===== src/hw/rtl/kdll_pkg.sv =====
// Shared types, command codes and helpers for the keyed doubly linked list.
`default_nettype none

package kdll_pkg;

    // Number of key slots; key 0 is the null link.
    localparam int KEYS  = 64;
    localparam int KEY_W = 6;

    typedef logic [KEY_W-1:0] t_key;
    typedef logic [1:0]       t_cmd;

    // Command codes.
    localparam t_cmd CMD_APPEND = 2'd0;
    localparam t_cmd CMD_INSERT = 2'd1;
    localparam t_cmd CMD_DELETE = 2'd2;
    localparam t_cmd CMD_READ   = 2'd3;

    // Read-out position at which the walk is forced to stop.
    localparam t_key CNT_LAST = KEY_W'(KEYS - 2);

    // One input request.
    typedef struct packed {
        t_cmd command;
        t_key anchor_key;
        t_key new_key;
    } t_in_req;

    // One result.
    typedef struct packed {
        t_key element;
        logic last;
    } t_out_res;

    // A classified command on its way from the front to the back.
    typedef struct packed {
        t_cmd op;
        t_key a;
        t_key b;
    } t_op;

    // List status exported by the back part.
    typedef struct packed {
        t_key head;
        t_key tail;
    } t_bk_stat;

    // A key names a real slot when it is nonzero and below the slot count.
    function automatic logic key_ok(input t_key k);
        return (k != '0) && ((KEY_W + 1)'(k) < (KEY_W + 1)'(KEYS));
    endfunction

endpackage

`default_nettype wire


===== src/hw/rtl/kdll_ram.sv =====
// Generic single-write, single-read RAM with a registered read port.
`default_nettype none

module kdll_ram #(
    parameter int WIDTH = 8,
    parameter int DEPTH = 64
) (
    input  wire logic                     i_clk,
    input  wire logic                     i_we,
    input  wire logic [$clog2(DEPTH)-1:0] i_waddr,
    input  wire logic [WIDTH-1:0]         i_wdata,
    input  wire logic [$clog2(DEPTH)-1:0] i_raddr,
    output logic      [WIDTH-1:0]         o_rdata
);

    logic [WIDTH-1:0] r_mem [DEPTH];

    // Write port and registered read port.
    always_ff @(posedge i_clk) begin
        if (i_we) begin
            r_mem[i_waddr] <= i_wdata;
        end
        o_rdata <= r_mem[i_raddr];
    end

endmodule

`default_nettype wire


===== src/hw/rtl/kdll_front.sv =====
// Front part: takes requests, drops ones with bad keys, and queues the rest.
`default_nettype none

module kdll_front import kdll_pkg::*; (
    input  wire logic    i_clk,
    input  wire logic    i_rst_n,
    input  wire logic    i_push,
    output logic         o_full,
    input  wire t_in_req i_req,
    output logic         o_op_valid,
    output t_op          o_op,
    input  wire logic    i_op_pop
);

    t_op        r_q [2];
    logic       r_wptr;
    logic       r_rptr;
    logic [1:0] r_cnt;
    logic       w_keep;
    logic       w_wr;
    logic       w_rd;
    t_op        w_op;

    // Static checks that do not depend on the list contents.
    always_comb begin
        unique case (i_req.command)
            CMD_APPEND: w_keep = key_ok(i_req.anchor_key);
            CMD_INSERT: w_keep = key_ok(i_req.anchor_key) && key_ok(i_req.new_key);
            CMD_DELETE: w_keep = key_ok(i_req.anchor_key);
            CMD_READ:   w_keep = 1'b1;
            default:    w_keep = 1'b0;
        endcase
        w_op.op = i_req.command;
        w_op.a  = i_req.anchor_key;
        w_op.b  = i_req.new_key;
    end

    assign o_full     = (r_cnt == 2'd2);
    assign o_op_valid = (r_cnt != 2'd0);
    assign o_op       = r_q[r_rptr];
    assign w_wr       = i_push && !o_full && w_keep;
    assign w_rd       = i_op_pop && o_op_valid;

    // Two-entry command queue: pointers and fill count.
    always_ff @(posedge i_clk) begin
        if (!i_rst_n) begin
            r_wptr <= 1'b0;
            r_rptr <= 1'b0;
            r_cnt  <= 2'd0;
        end else begin
            if (w_wr) begin
                r_wptr <= ~r_wptr;
            end
            if (w_rd) begin
                r_rptr <= ~r_rptr;
            end
            case ({w_wr, w_rd})
                2'b10:   r_cnt <= r_cnt + 2'd1;
                2'b01:   r_cnt <= r_cnt - 2'd1;
                default: r_cnt <= r_cnt;
            endcase
        end
    end

    // Queue storage.
    always_ff @(posedge i_clk) begin
        if (w_wr) begin
            r_q[r_wptr] <= w_op;
        end
    end

endmodule

`default_nettype wire


===== src/hw/rtl/kdll_outq.sv =====
// Two-entry result queue that drives the result side of the block.
`default_nettype none

module kdll_outq import kdll_pkg::*; (
    input  wire logic     i_clk,
    input  wire logic     i_rst_n,
    input  wire logic     i_push,
    input  wire t_out_res i_res,
    output logic          o_full,
    output logic          o_empty,
    input  wire logic     i_pop,
    output t_out_res      o_res
);

    t_out_res   r_q [2];
    logic       r_wptr;
    logic       r_rptr;
    logic [1:0] r_cnt;
    logic       w_wr;
    logic       w_rd;

    assign o_full  = (r_cnt == 2'd2);
    assign o_empty = (r_cnt == 2'd0);
    assign o_res   = r_q[r_rptr];
    assign w_wr    = i_push && !o_full;
    assign w_rd    = i_pop && !o_empty;

    // Pointers and fill count.
    always_ff @(posedge i_clk) begin
        if (!i_rst_n) begin
            r_wptr <= 1'b0;
            r_rptr <= 1'b0;
            r_cnt  <= 2'd0;
        end else begin
            if (w_wr) begin
                r_wptr <= ~r_wptr;
            end
            if (w_rd) begin
                r_rptr <= ~r_rptr;
            end
            case ({w_wr, w_rd})
                2'b10:   r_cnt <= r_cnt + 2'd1;
                2'b01:   r_cnt <= r_cnt - 2'd1;
                default: r_cnt <= r_cnt;
            endcase
        end
    end

    // Result storage.
    always_ff @(posedge i_clk) begin
        if (w_wr) begin
            r_q[r_wptr] <= i_res;
        end
    end

endmodule

`default_nettype wire


===== src/hw/rtl/kdll_back.sv =====
// Back part: link tables, present bits, head and tail, and the command sequencer.
`default_nettype none

module kdll_back import kdll_pkg::*; (
    input  wire logic i_clk,
    input  wire logic i_rst_n,
    input  wire logic i_op_valid,
    input  wire t_op  i_op,
    output logic      o_op_pop,
    input  wire logic i_res_full,
    output logic      o_res_push,
    output t_out_res  o_res,
    output t_bk_stat  o_stat
);

    // Sequencer states.
    localparam logic [2:0] S_IDLE = 3'd0;
    localparam logic [2:0] S_APP  = 3'd1;
    localparam logic [2:0] S_INS1 = 3'd2;
    localparam logic [2:0] S_INS2 = 3'd3;
    localparam logic [2:0] S_DEL  = 3'd4;
    localparam logic [2:0] S_WALK = 3'd5;

    logic [2:0]      r_state, n_state;
    t_key            r_head, n_head;
    t_key            r_tail, n_tail;
    logic [KEYS-1:0] r_present, n_present;
    t_key            r_cnt, n_cnt;
    t_key            r_key, n_key;
    t_key            r_key2, n_key2;
    t_key            r_nx, n_nx;

    logic nx_we;
    t_key nx_waddr, nx_wdata, nx_raddr, nx_rdata;
    logic pv_we;
    t_key pv_waddr, pv_wdata, pv_raddr, pv_rdata;
    logic w_last;

    // Next and previous link tables.
    kdll_ram #(.WIDTH(KEY_W), .DEPTH(KEYS)) u_next_ram (
        .i_clk   (i_clk),
        .i_we    (nx_we),
        .i_waddr (nx_waddr),
        .i_wdata (nx_wdata),
        .i_raddr (nx_raddr),
        .o_rdata (nx_rdata)
    );

    kdll_ram #(.WIDTH(KEY_W), .DEPTH(KEYS)) u_prev_ram (
        .i_clk   (i_clk),
        .i_we    (pv_we),
        .i_waddr (pv_waddr),
        .i_wdata (pv_wdata),
        .i_raddr (pv_raddr),
        .o_rdata (pv_rdata)
    );

    // During a walk the key under the cursor is the final one of the run.
    assign w_last = (nx_rdata == '0) || (r_cnt == CNT_LAST);

    assign o_stat.head = r_head;
    assign o_stat.tail = r_tail;

    // Command sequencer.
    always_comb begin
        n_state    = r_state;
        n_head     = r_head;
        n_tail     = r_tail;
        n_present  = r_present;
        n_cnt      = r_cnt;
        n_key      = r_key;
        n_key2     = r_key2;
        n_nx       = r_nx;
        o_op_pop   = 1'b0;
        o_res_push = 1'b0;
        o_res      = '0;
        nx_we      = 1'b0;
        nx_waddr   = r_key;
        nx_wdata   = '0;
        nx_raddr   = i_op.a;
        pv_we      = 1'b0;
        pv_waddr   = r_key;
        pv_wdata   = '0;
        pv_raddr   = i_op.a;

        unique case (r_state)
            S_IDLE: begin
                if (i_op_valid) begin
                    case (i_op.op)
                        CMD_APPEND: begin
                            o_op_pop = 1'b1;
                            if (!r_present[i_op.a]) begin
                                // The new tail links back to the old one.
                                nx_we    = 1'b1;
                                nx_waddr = i_op.a;
                                nx_wdata = '0;
                                pv_we    = 1'b1;
                                pv_waddr = i_op.a;
                                pv_wdata = r_tail;
                                n_key    = i_op.a;
                                n_state  = S_APP;
                            end
                        end
                        CMD_INSERT: begin
                            o_op_pop = 1'b1;
                            if (r_present[i_op.a] && !r_present[i_op.b]) begin
                                n_key   = i_op.a;
                                n_key2  = i_op.b;
                                n_state = S_INS1;
                            end
                        end
                        CMD_DELETE: begin
                            o_op_pop = 1'b1;
                            if (r_present[i_op.a]) begin
                                n_key   = i_op.a;
                                n_state = S_DEL;
                            end
                        end
                        default: begin
                            // Read out: an empty list gives one null result.
                            if (r_head == '0) begin
                                if (!i_res_full) begin
                                    o_op_pop      = 1'b1;
                                    o_res_push    = 1'b1;
                                    o_res.element = '0;
                                    o_res.last    = 1'b1;
                                end
                            end else begin
                                o_op_pop = 1'b1;
                                nx_raddr = r_head;
                                n_key    = r_head;
                                n_cnt    = '0;
                                n_state  = S_WALK;
                            end
                        end
                    endcase
                end
            end
            S_APP: begin
                if (r_tail != '0) begin
                    nx_we    = 1'b1;
                    nx_waddr = r_tail;
                    nx_wdata = r_key;
                end else begin
                    n_head = r_key;
                end
                n_tail           = r_key;
                n_present[r_key] = 1'b1;
                n_state          = S_IDLE;
            end
            S_INS1: begin
                // Splice the new key in behind the anchor.
                n_nx     = nx_rdata;
                nx_we    = 1'b1;
                nx_waddr = r_key;
                nx_wdata = r_key2;
                pv_we    = 1'b1;
                pv_waddr = r_key2;
                pv_wdata = r_key;
                n_state  = S_INS2;
            end
            S_INS2: begin
                nx_we    = 1'b1;
                nx_waddr = r_key2;
                nx_wdata = r_nx;
                if (r_nx != '0) begin
                    pv_we    = 1'b1;
                    pv_waddr = r_nx;
                    pv_wdata = r_key2;
                end else begin
                    n_tail = r_key2;
                end
                n_present[r_key2] = 1'b1;
                n_state           = S_IDLE;
            end
            S_DEL: begin
                // Join the neighbors of the removed key.
                if (pv_rdata != '0) begin
                    nx_we    = 1'b1;
                    nx_waddr = pv_rdata;
                    nx_wdata = nx_rdata;
                end else begin
                    n_head = nx_rdata;
                end
                if (nx_rdata != '0) begin
                    pv_we    = 1'b1;
                    pv_waddr = nx_rdata;
                    pv_wdata = pv_rdata;
                end else begin
                    n_tail = pv_rdata;
                end
                n_present[r_key] = 1'b0;
                n_state          = S_IDLE;
            end
            S_WALK: begin
                // The link of the cursor key is on the read port; reread on a stall.
                nx_raddr = r_key;
                if (!i_res_full) begin
                    o_res_push    = 1'b1;
                    o_res.element = r_key;
                    o_res.last    = w_last;
                    if (w_last) begin
                        n_state = S_IDLE;
                    end else begin
                        nx_raddr = nx_rdata;
                        n_key    = nx_rdata;
                        n_cnt    = r_cnt + 1'b1;
                    end
                end
            end
            default: begin
                n_state = S_IDLE;
            end
        endcase
    end

    // Control state.
    always_ff @(posedge i_clk) begin
        if (!i_rst_n) begin
            r_state   <= S_IDLE;
            r_head    <= '0;
            r_tail    <= '0;
            r_present <= '0;
            r_cnt     <= '0;
        end else begin
            r_state   <= n_state;
            r_head    <= n_head;
            r_tail    <= n_tail;
            r_present <= n_present;
            r_cnt     <= n_cnt;
        end
    end

    // Working keys of the current command.
    always_ff @(posedge i_clk) begin
        r_key  <= n_key;
        r_key2 <= n_key2;
        r_nx   <= n_nx;
    end

endmodule

`default_nettype wire


===== src/hw/rtl/keyed_doubly_linked_list_top.sv =====
// Top level of the keyed doubly linked list: front, back and result queue.
// A request is stored in the front queue before the back can take it; a read-out
// result passes through the result queue before it reaches the result side.
// In the back, append steps through S_APP, insert through S_INS1 and S_INS2, delete
// through S_DEL; a read out walks keys in S_WALK via the single next-link read port.
// Reset (synchronous, active low) empties both queues, the list and all present bits.
`default_nettype none

module keyed_doubly_linked_list_top import kdll_pkg::*; (
    input  wire logic     i_clk,
    input  wire logic     i_rst_n,
    input  wire logic     push,
    output logic          full,
    input  wire t_in_req  i_req,
    output logic          empty,
    input  wire logic     pop,
    output t_out_res      o_res
);

    logic     op_valid;
    t_op      op;
    logic     op_pop;
    logic     res_full;
    logic     res_push;
    t_out_res res;
    t_bk_stat stat;

    kdll_front u_front (
        .i_clk      (i_clk),
        .i_rst_n    (i_rst_n),
        .i_push     (push),
        .o_full     (full),
        .i_req      (i_req),
        .o_op_valid (op_valid),
        .o_op       (op),
        .i_op_pop   (op_pop)
    );

    kdll_back u_back (
        .i_clk      (i_clk),
        .i_rst_n    (i_rst_n),
        .i_op_valid (op_valid),
        .i_op       (op),
        .o_op_pop   (op_pop),
        .i_res_full (res_full),
        .o_res_push (res_push),
        .o_res      (res),
        .o_stat     (stat)
    );

    kdll_outq u_outq (
        .i_clk   (i_clk),
        .i_rst_n (i_rst_n),
        .i_push  (res_push),
        .i_res   (res),
        .o_full  (res_full),
        .o_empty (empty),
        .i_pop   (pop),
        .o_res   (o_res)
    );

    // A null element only comes from an empty read out, which is always final.
    a_null_is_last: assert property (@(posedge i_clk) disable iff (!i_rst_n)
        (!empty && o_res.element == '0) |-> o_res.last)
        else $error("null result without last mark");

    // Head and tail are null together.
    a_head_tail: assert property (@(posedge i_clk) disable iff (!i_rst_n)
        (stat.head == '0) == (stat.tail == '0))
        else $error("head and tail disagree on an empty list");

    // The back never pushes a result into a full result queue.
    a_no_overflow: assert property (@(posedge i_clk) disable iff (!i_rst_n)
        res_full |-> !res_push)
        else $error("result pushed while result queue full");

    // Coming out of reset the result side is empty.
    a_reset_empty: assert property (@(posedge i_clk) disable iff (!i_rst_n)
        !$past(i_rst_n) |-> empty)
        else $error("results present right after reset");

endmodule

`default_nettype wire

===== config.mk =====
export PLATFORM = sky130hd
export DESIGN_NAME = keyed_doubly_linked_list_top
export DESIGN_NICKNAME = d
export VERILOG_FILES = /design/src/hw/rtl/kdll_pkg.sv /design/src/hw/rtl/kdll_ram.sv /design/src/hw/rtl/kdll_front.sv /design/src/hw/rtl/kdll_outq.sv /design/src/hw/rtl/kdll_back.sv /design/src/hw/rtl/keyed_doubly_linked_list_top.sv
export SDC_FILE = /design/constraint.sdc
export NUM_CORES = 1
export LEC_CHECK = 0
export ABC_AREA = 1
export BUFFER_PORTS_ARGS = -buffer_cell sky130_fd_sc_hd__buf_2
export CAP_MARGIN = 30
export CORE_AREA = 2 2 307 309
export CTS_BUF_LIST = sky130_fd_sc_hd__clkbuf_2
export DETAILED_ROUTE_END_ITERATION = 8
export DIE_AREA = 0 0 309 311
export PLACE_DENSITY_LB_ADDON = 0.08
export SETUP_SLACK_MARGIN = 0.2
export SYNTH_ARGS = -nofsm -noshare
export SYNTH_HDL_FRONTEND = slang
export SYNTH_SLANG_ARGS = --single-unit

===== constraint.sdc =====
create_clock -name i_clk -period 5.2 [get_ports i_clk]
set_input_delay 1.3 -clock i_clk [delete_from_list [all_inputs] [get_ports i_clk]]
set_output_delay 1.3 -clock i_clk [all_outputs]
set_load 0.01 [all_outputs]

After elaboration in Yosys (flattened, before gate mapping) --
Memories as Yosys holds them, arrays and structs flattened. A register that Yosys moved wholly into a read port is not among the register bits. Index checks and enable logic that the tools add are counted.
Cells by class: multiplexer cells 99, reduce and logical (&&, ||, !) cells 41, add/subtract/negate cells 5, $lt $le $gt $ge 6, bitwise logic cells 8, eq/ne operators 31
Operator list (number):
- 6-bit two-way mux | 32
- 64-bit one-hot mux with 3 select lines | 1
- 64-bit bitwise OR | 2
- 6-bit one-hot mux with 4 select lines | 4
- 64-bit AND | 1
- 64-bit inverter | 1
- 6-bit one-hot mux with 2 select lines | 4
- 6-bit one-hot mux with 3 select lines | 2
- 6-bit nonzero test | 6
- 1-bit two-way mux | 32
- 6-bit by 7-bit < comparator with 1-bit output (second input constant) | 4
- 7-bit two-way mux | 4
- 3-bit two-way mux | 7
- 2-bit inequality test (second input constant) | 9
- 3-bit one-hot mux with 3 select lines | 2
- 2-bit equality test (second input constant) | 7
- 7-bit one-hot mux with 2 select lines | 1
- 1-bit binary-select mux with 6-bit select | 2
- 1-bit demux with 6-bit select | 2
- 6-bit by 1-bit >= comparator with 1-bit output (second input constant) | 2
- 6-bit zero test | 2
- 2-bit nonzero test | 5
- 1-bit logical AND | 9
- 2-bit by 1-bit equality test with 1-bit output (second input constant) | 4
- 28 further kinds | 45
Word-level totals: bits in registers 111, memories kept 4, logic and storage cells 208, memory bits (writable) 810
Memory list:
- u_back.u_next_ram.r_mem | depth 64, width 6, rd ports 1, clocked after memory_dff 1, wr ports 1, line kdll_ram.sv:16 | logic [WIDTH-1:0] r_mem [DEPTH];
- u_back.u_prev_ram.r_mem | depth 64, width 6, rd ports 1, clocked after memory_dff 1, wr ports 1, line kdll_ram.sv:16
- u_front.r_q | depth 2, width 14, rd ports 1, clocked after memory_dff 1, wr ports 1, line kdll_front.sv:15 | t_op r_q [2];
- u_outq.r_q | depth 2, width 7, rd ports 1, clocked after memory_dff 1, wr ports 1, line kdll_outq.sv:15 | t_out_res r_q [2];

Longest topological paths before layout --
word-level depth 9, gate-level depth with buffers 22, gate-level depth less buffers 21

By module --
Synthesis repeated with hierarchy kept, for this count alone.
Second synthesis, totals: cell total of the unflattened synthesis 4113, area total of the unflattened synthesis 41666.2 um^2
By module, submodules not included:
- kdll_ram at u_back.u_next_ram | cells each 1393, instances 1, area an instance 15942.8 um^2, seq. area each 11651.2 um^2
- kdll_ram at u_back.u_prev_ram | cells each 1376, instances 1, area an instance 15930.3 um^2, seq. area each 11651.2 um^2
- kdll_back | cells each 1191, instances 1, area an instance 7709.9 um^2, seq. area each 2242.2 um^2
- kdll_front | cells each 91, instances 1, area an instance 1315.0 um^2, seq. area each 940.9 um^2
- kdll_outq | cells each 62, instances 1, area an instance 768.2 um^2, seq. area each 520.5 um^2

Worst setup path before layout --
OpenSTA, ideal clock, no wires.
kind register -> register, from register with a tool-made name, to memory u_back.u_prev_ram.r_mem[0][3] (netlist bit) (data pin), path slack -0.078 ns, library setup time 0.702 ns, clock period less this slack 5.278 ns, data required time 4.498 ns, data arrival time 4.576 ns, buffers on the path 2, cell stages (with the launch flop) 12, path through dfxtp_1 buf_6 buf_2 o21ai_0 inv_1 ha_1 inv_1 nor2_1 inv_1 nor2_1 nand2_1 o21ai_0
RTL lines (line):
- to (decl) | kdll_ram.sv:16

==> impl_metrics.csv <==
group,metric,value,unit
synthesis,synth_cells,3815,
timing,slew_headroom,0.320,
floorplan,die_y,311,um
floorplan,die_area,96100,um^2
finish,layout_commonest_cell,"edfxtp_1",
critical_path,arrival,5.79,ns
clock_network,postCtsSetupBuffers,0,
finish,final_cell_mix,"828 x edfxtp_1, 410 x nor2_1, 378 x nand2_1",
timing,fin_skew,0.185,ns
global_route,grt-ovfl-total,0,
critical_path,cp_num_buf_inv,4,
routing,drcViolationCount,0,
timing,tns,0,ns
synthesis,ys_warn_count,0,
synthesis,synthArstFlopShare,0,
pwr,irDropWorstVdd,0.280,mV
critical_path,worstReg2RegEnd,"u_back.u_prev_ram.r_mem[39][4]",
floorplan,io_pins,27,
hold_path,hold_depth,2,
timing,grt_setup_unrepaired,"true",
place,place.port_buffers,26,
routing,drtIter0Drc,3155,
synthesis,ys_seq_elements,935,
synthesis,syn_nets,3843,
critical_path,end_kind,"flop",
routing,num_vias,30733,
timing,slew_viol_final,0,
routing,viasPerCell,5.65,
global_route,grt_start_max_net_pins,181,
timing,fmax,212,MHz
global_route,track_usage,0.252,
routing,wire_per_inst,22.6,um
synthesis,synth_seq_area_share,0.651,
critical_path,critPathKind,"flop to flop",
synthesis,synth.avg_cell_area,10.9,um^2
finish,nNetsFinal,4011,
global_route,grt_pass1_vias,30126,
critical_path,cpMaxStageDelayCell,"dfxtp_1",
routing,drt_first_pass_iters,9,
routing,wl,123000,um
timing,setup_viol_count_final,0,
place,pre_cts_ws,0.505,ns
floorplan,fp-row-count,112,
floorplan,die_x,309,um
critical_path,critPathTopFamily,"simple AND/OR/NAND/NOR gates",
global_route,antenna_found_initial,2,
critical_path,critPathMaxFanout,12,
critical_path,crit_required,6.28,ns
timing,fin_crit,4.71,ns
finish,drive_gt1_frac,0.163,
synthesis,netlist.area_leader.share,0.599,
synthesis,syn_area,41500,um^2
floorplan,core,92800,um^2
run,maxCapViolCount,0,
clock_network,htreeDepth,4,
floorplan,start_util,0.447,
critical_path,cpPeakStageDelay,0.58,ns
hold_path,min_path_type,"input pin to flop",
timing,setup_ws,0.492,ns
routing,detail-route-antenna-nets,0,
place,dp_hpwl,74300,um
timing,worst_slew_pin_slew,1.02,ns
hold_path,min-delay-start,"i_req[6]",
critical_path,reg2reg_depth,14,
synthesis,synth-edff-count,828,
pwr,power_density,549,nW/um^2
synthesis,synth_top_area_cell,"edfxtp_1",
timing,period_share,0.905,
clock_network,clk_path_buf_depth,3,
synthesis,synth_cell_types,52,
clock_network,clk_latency,1.62,ns
synthesis,synth_area_leaders,"edfxtp_1 60%, dfxtp_1 5.2%, o211ai_1 4.6%, nand3_1 4.1%, nor2_1 3.9%",
clock_network,clk_pin_slew_worst_paths,0.12,ns
hold_path,hold_end,"u_front.r_q[0][6]",
global_route,grt_pass1_wl,184000,um
pwr,p_leak,16.1,nW
timing,hold_viol,0,
synthesis,ys.flop_type,"edfxtp_1",
critical_path,cp-start-kind,"flop",
clock_network,root_buffer,"clkbuf_2",
critical_path,r2r_slack,0.49,ns
critical_path,crit_chain,"inv_2, or2_2, o21ai_0, ha_1, inv_1, nor2_1, inv_1, nor2_1, nand2_1, nand3_1, inv_1, a21oi_2, nand3_2, nor2_1",
outcome,status,"complete, no violations",
finish,area_growth_syn_to_layout,10.6,%
clock_network,clkSinkCount,935,
clock_network,cts_buffers,240,
place,gp_congestion,0.945,
clock_network,cts_tree,"yes",
==> power by group <==
part           internal [mW]  switching (mW)  total (mW)
Sequential              9.41           0.252        9.66
Combinational           2.57            7.92        10.5
Clock                   1.98            3.09        5.07
Total                   14.0            11.3        25.2
==> worst reg2reg max path, cell delays in order (launching register included) <==
cell	delay (ns)
dfxtp_1	0.58
inv_2	0.15
or2_2	0.30
o21ai_0	0.19
ha_1	0.37
inv_1	0.12
nor2_1	0.37
inv_1	0.21
nor2_1	0.13
nand2_1	0.26
nand3_1	0.16
inv_1	0.10
a21oi_2	0.27
nand3_2	0.41
nor2_1	0.57
==> kinds of logic after synthesis <==
logic type | share of synthesized area
multiplexers | 0.00190
AND/OR/NAND/NOR | 0.142
XOR/XNOR | 0.000211
adder cells (fa/ha/maj) | 0.00302
buffers and inverters | 0.0578
AO/OA/AOI/OAI | 0.144
flip-flops | 0.651
==> layout make-up <==
class / count / area (um^2)
Tap cell: 1254 / 1570
Fill cell: 8706 / 46900
Inverter: 392 / 1480
Clock inverter: 74 / 390
Timing Repair Buffer: 149 / 1190
Clock buffer: 362 / 1810
Multi-Input combinational cell: 2265 / 12400
Antenna cell: 7 / 17.5
Sequential cell: 935 / 27000
==> worst max-delay path by stage <==
stage | from | to | depth (start not counted)
2_1_floorplan | flop | u_back.u_prev_ram.r_mem[0][1] | 11
3_3_place_gp | flop | u_back.u_next_ram.o_rdata[3] | 22
3_5_place_dp | flop | u_back.u_next_ram.o_rdata[3] | 22
4_1_cts | flop | u_back.u_next_ram.o_rdata[3] | 22
5_1_grt | flop | u_back.u_prev_ram.r_mem[39][4] | 14
6_report | flop | u_back.u_prev_ram.r_mem[39][4] | 14
==> cell usage after synthesis, types with 3 or more instances <==
library cell and instances:
o32ai_1 3, nand3_2 24, o211ai_1 255, nor2_2 8, nand2_1 379, o22ai_1 110, clkinv_1 12, o21ai_0 281
nand2_4 3, a21oi_1 130, edfxtp_1 828, ha_1 10, o21ai_1 5, or2_2 47, dfxtp_1 107, buf_4 4
nand3_1 338, mux2_2 7, buf_2 53, nand4_1 11, nor2_1 428, a311oi_1 4, nor3_1 29, o21ai_2 7
inv_1 368, nand3b_1 5, inv_2 12, a211oi_1 75, nor4_1 16, o221ai_1 53, clkbuf_1 156, nand2_2 9
o2111ai_1 6, nand4_4 3, buf_1 9
==> state kept, by name (all words and copies together), names as in the netlist, 2 cells and up, named ones only <==
signal                     flops
u_back.r_key                   6
u_back.u_next_ram.r_mem      384
u_back.r_key2                  6
u_back.u_prev_ram.r_mem      384
u_back.r_nx                    6
u_back.u_prev_ram.o_rdata      6
u_front.r_q                   28
u_back.r_present              64
u_back.r_cnt                   6
u_outq.r_q                    14
u_back.u_next_ram.o_rdata      6
u_back.r_state                 3
u_front.r_cnt                  2
u_outq.r_cnt                   2
u_back.r_head                  6
u_back.r_tail                  6
==> metrics by stage <==
stage / hold WS, ns / instance area [um^2] / power, mW / instances / util
after floorplan: 0.408 / 41500 / 16.3 / 3815 / -
after global placement: 0.436 / 43300 / 20.1 / 4971 / 0.467
after detailed placement: 0.444 / 43400 / 20.1 / 4976 / 0.468
after CTS: 0.252 / 45800 / 25.2 / 5429 / 0.493
after global routing: 0.320 / 45900 / 26.6 / 5438 / 0.495
final: 0.423 / 45900 / 25.2 / 5438 / 0.495
==> layer usage <==
layer / wire (um) / vias up / track usage
met5: 0 / - / 0
met4: 4670 / 0 / 0.111
met3: 8860 / 304 / 0.0497
met2: 55700 / 1265 / 0.387
met1: 53400 / 14800 / 0.348
li1: - / 14364 / -
==> timing repair <==
action,in CTS,in global routing
endpoints found under the hold margin,32,0
hold buffers,17,0
endpoints found under the setup margin,0,120
gates resized for setup,0,20
(Power assumes the default switching activity.)
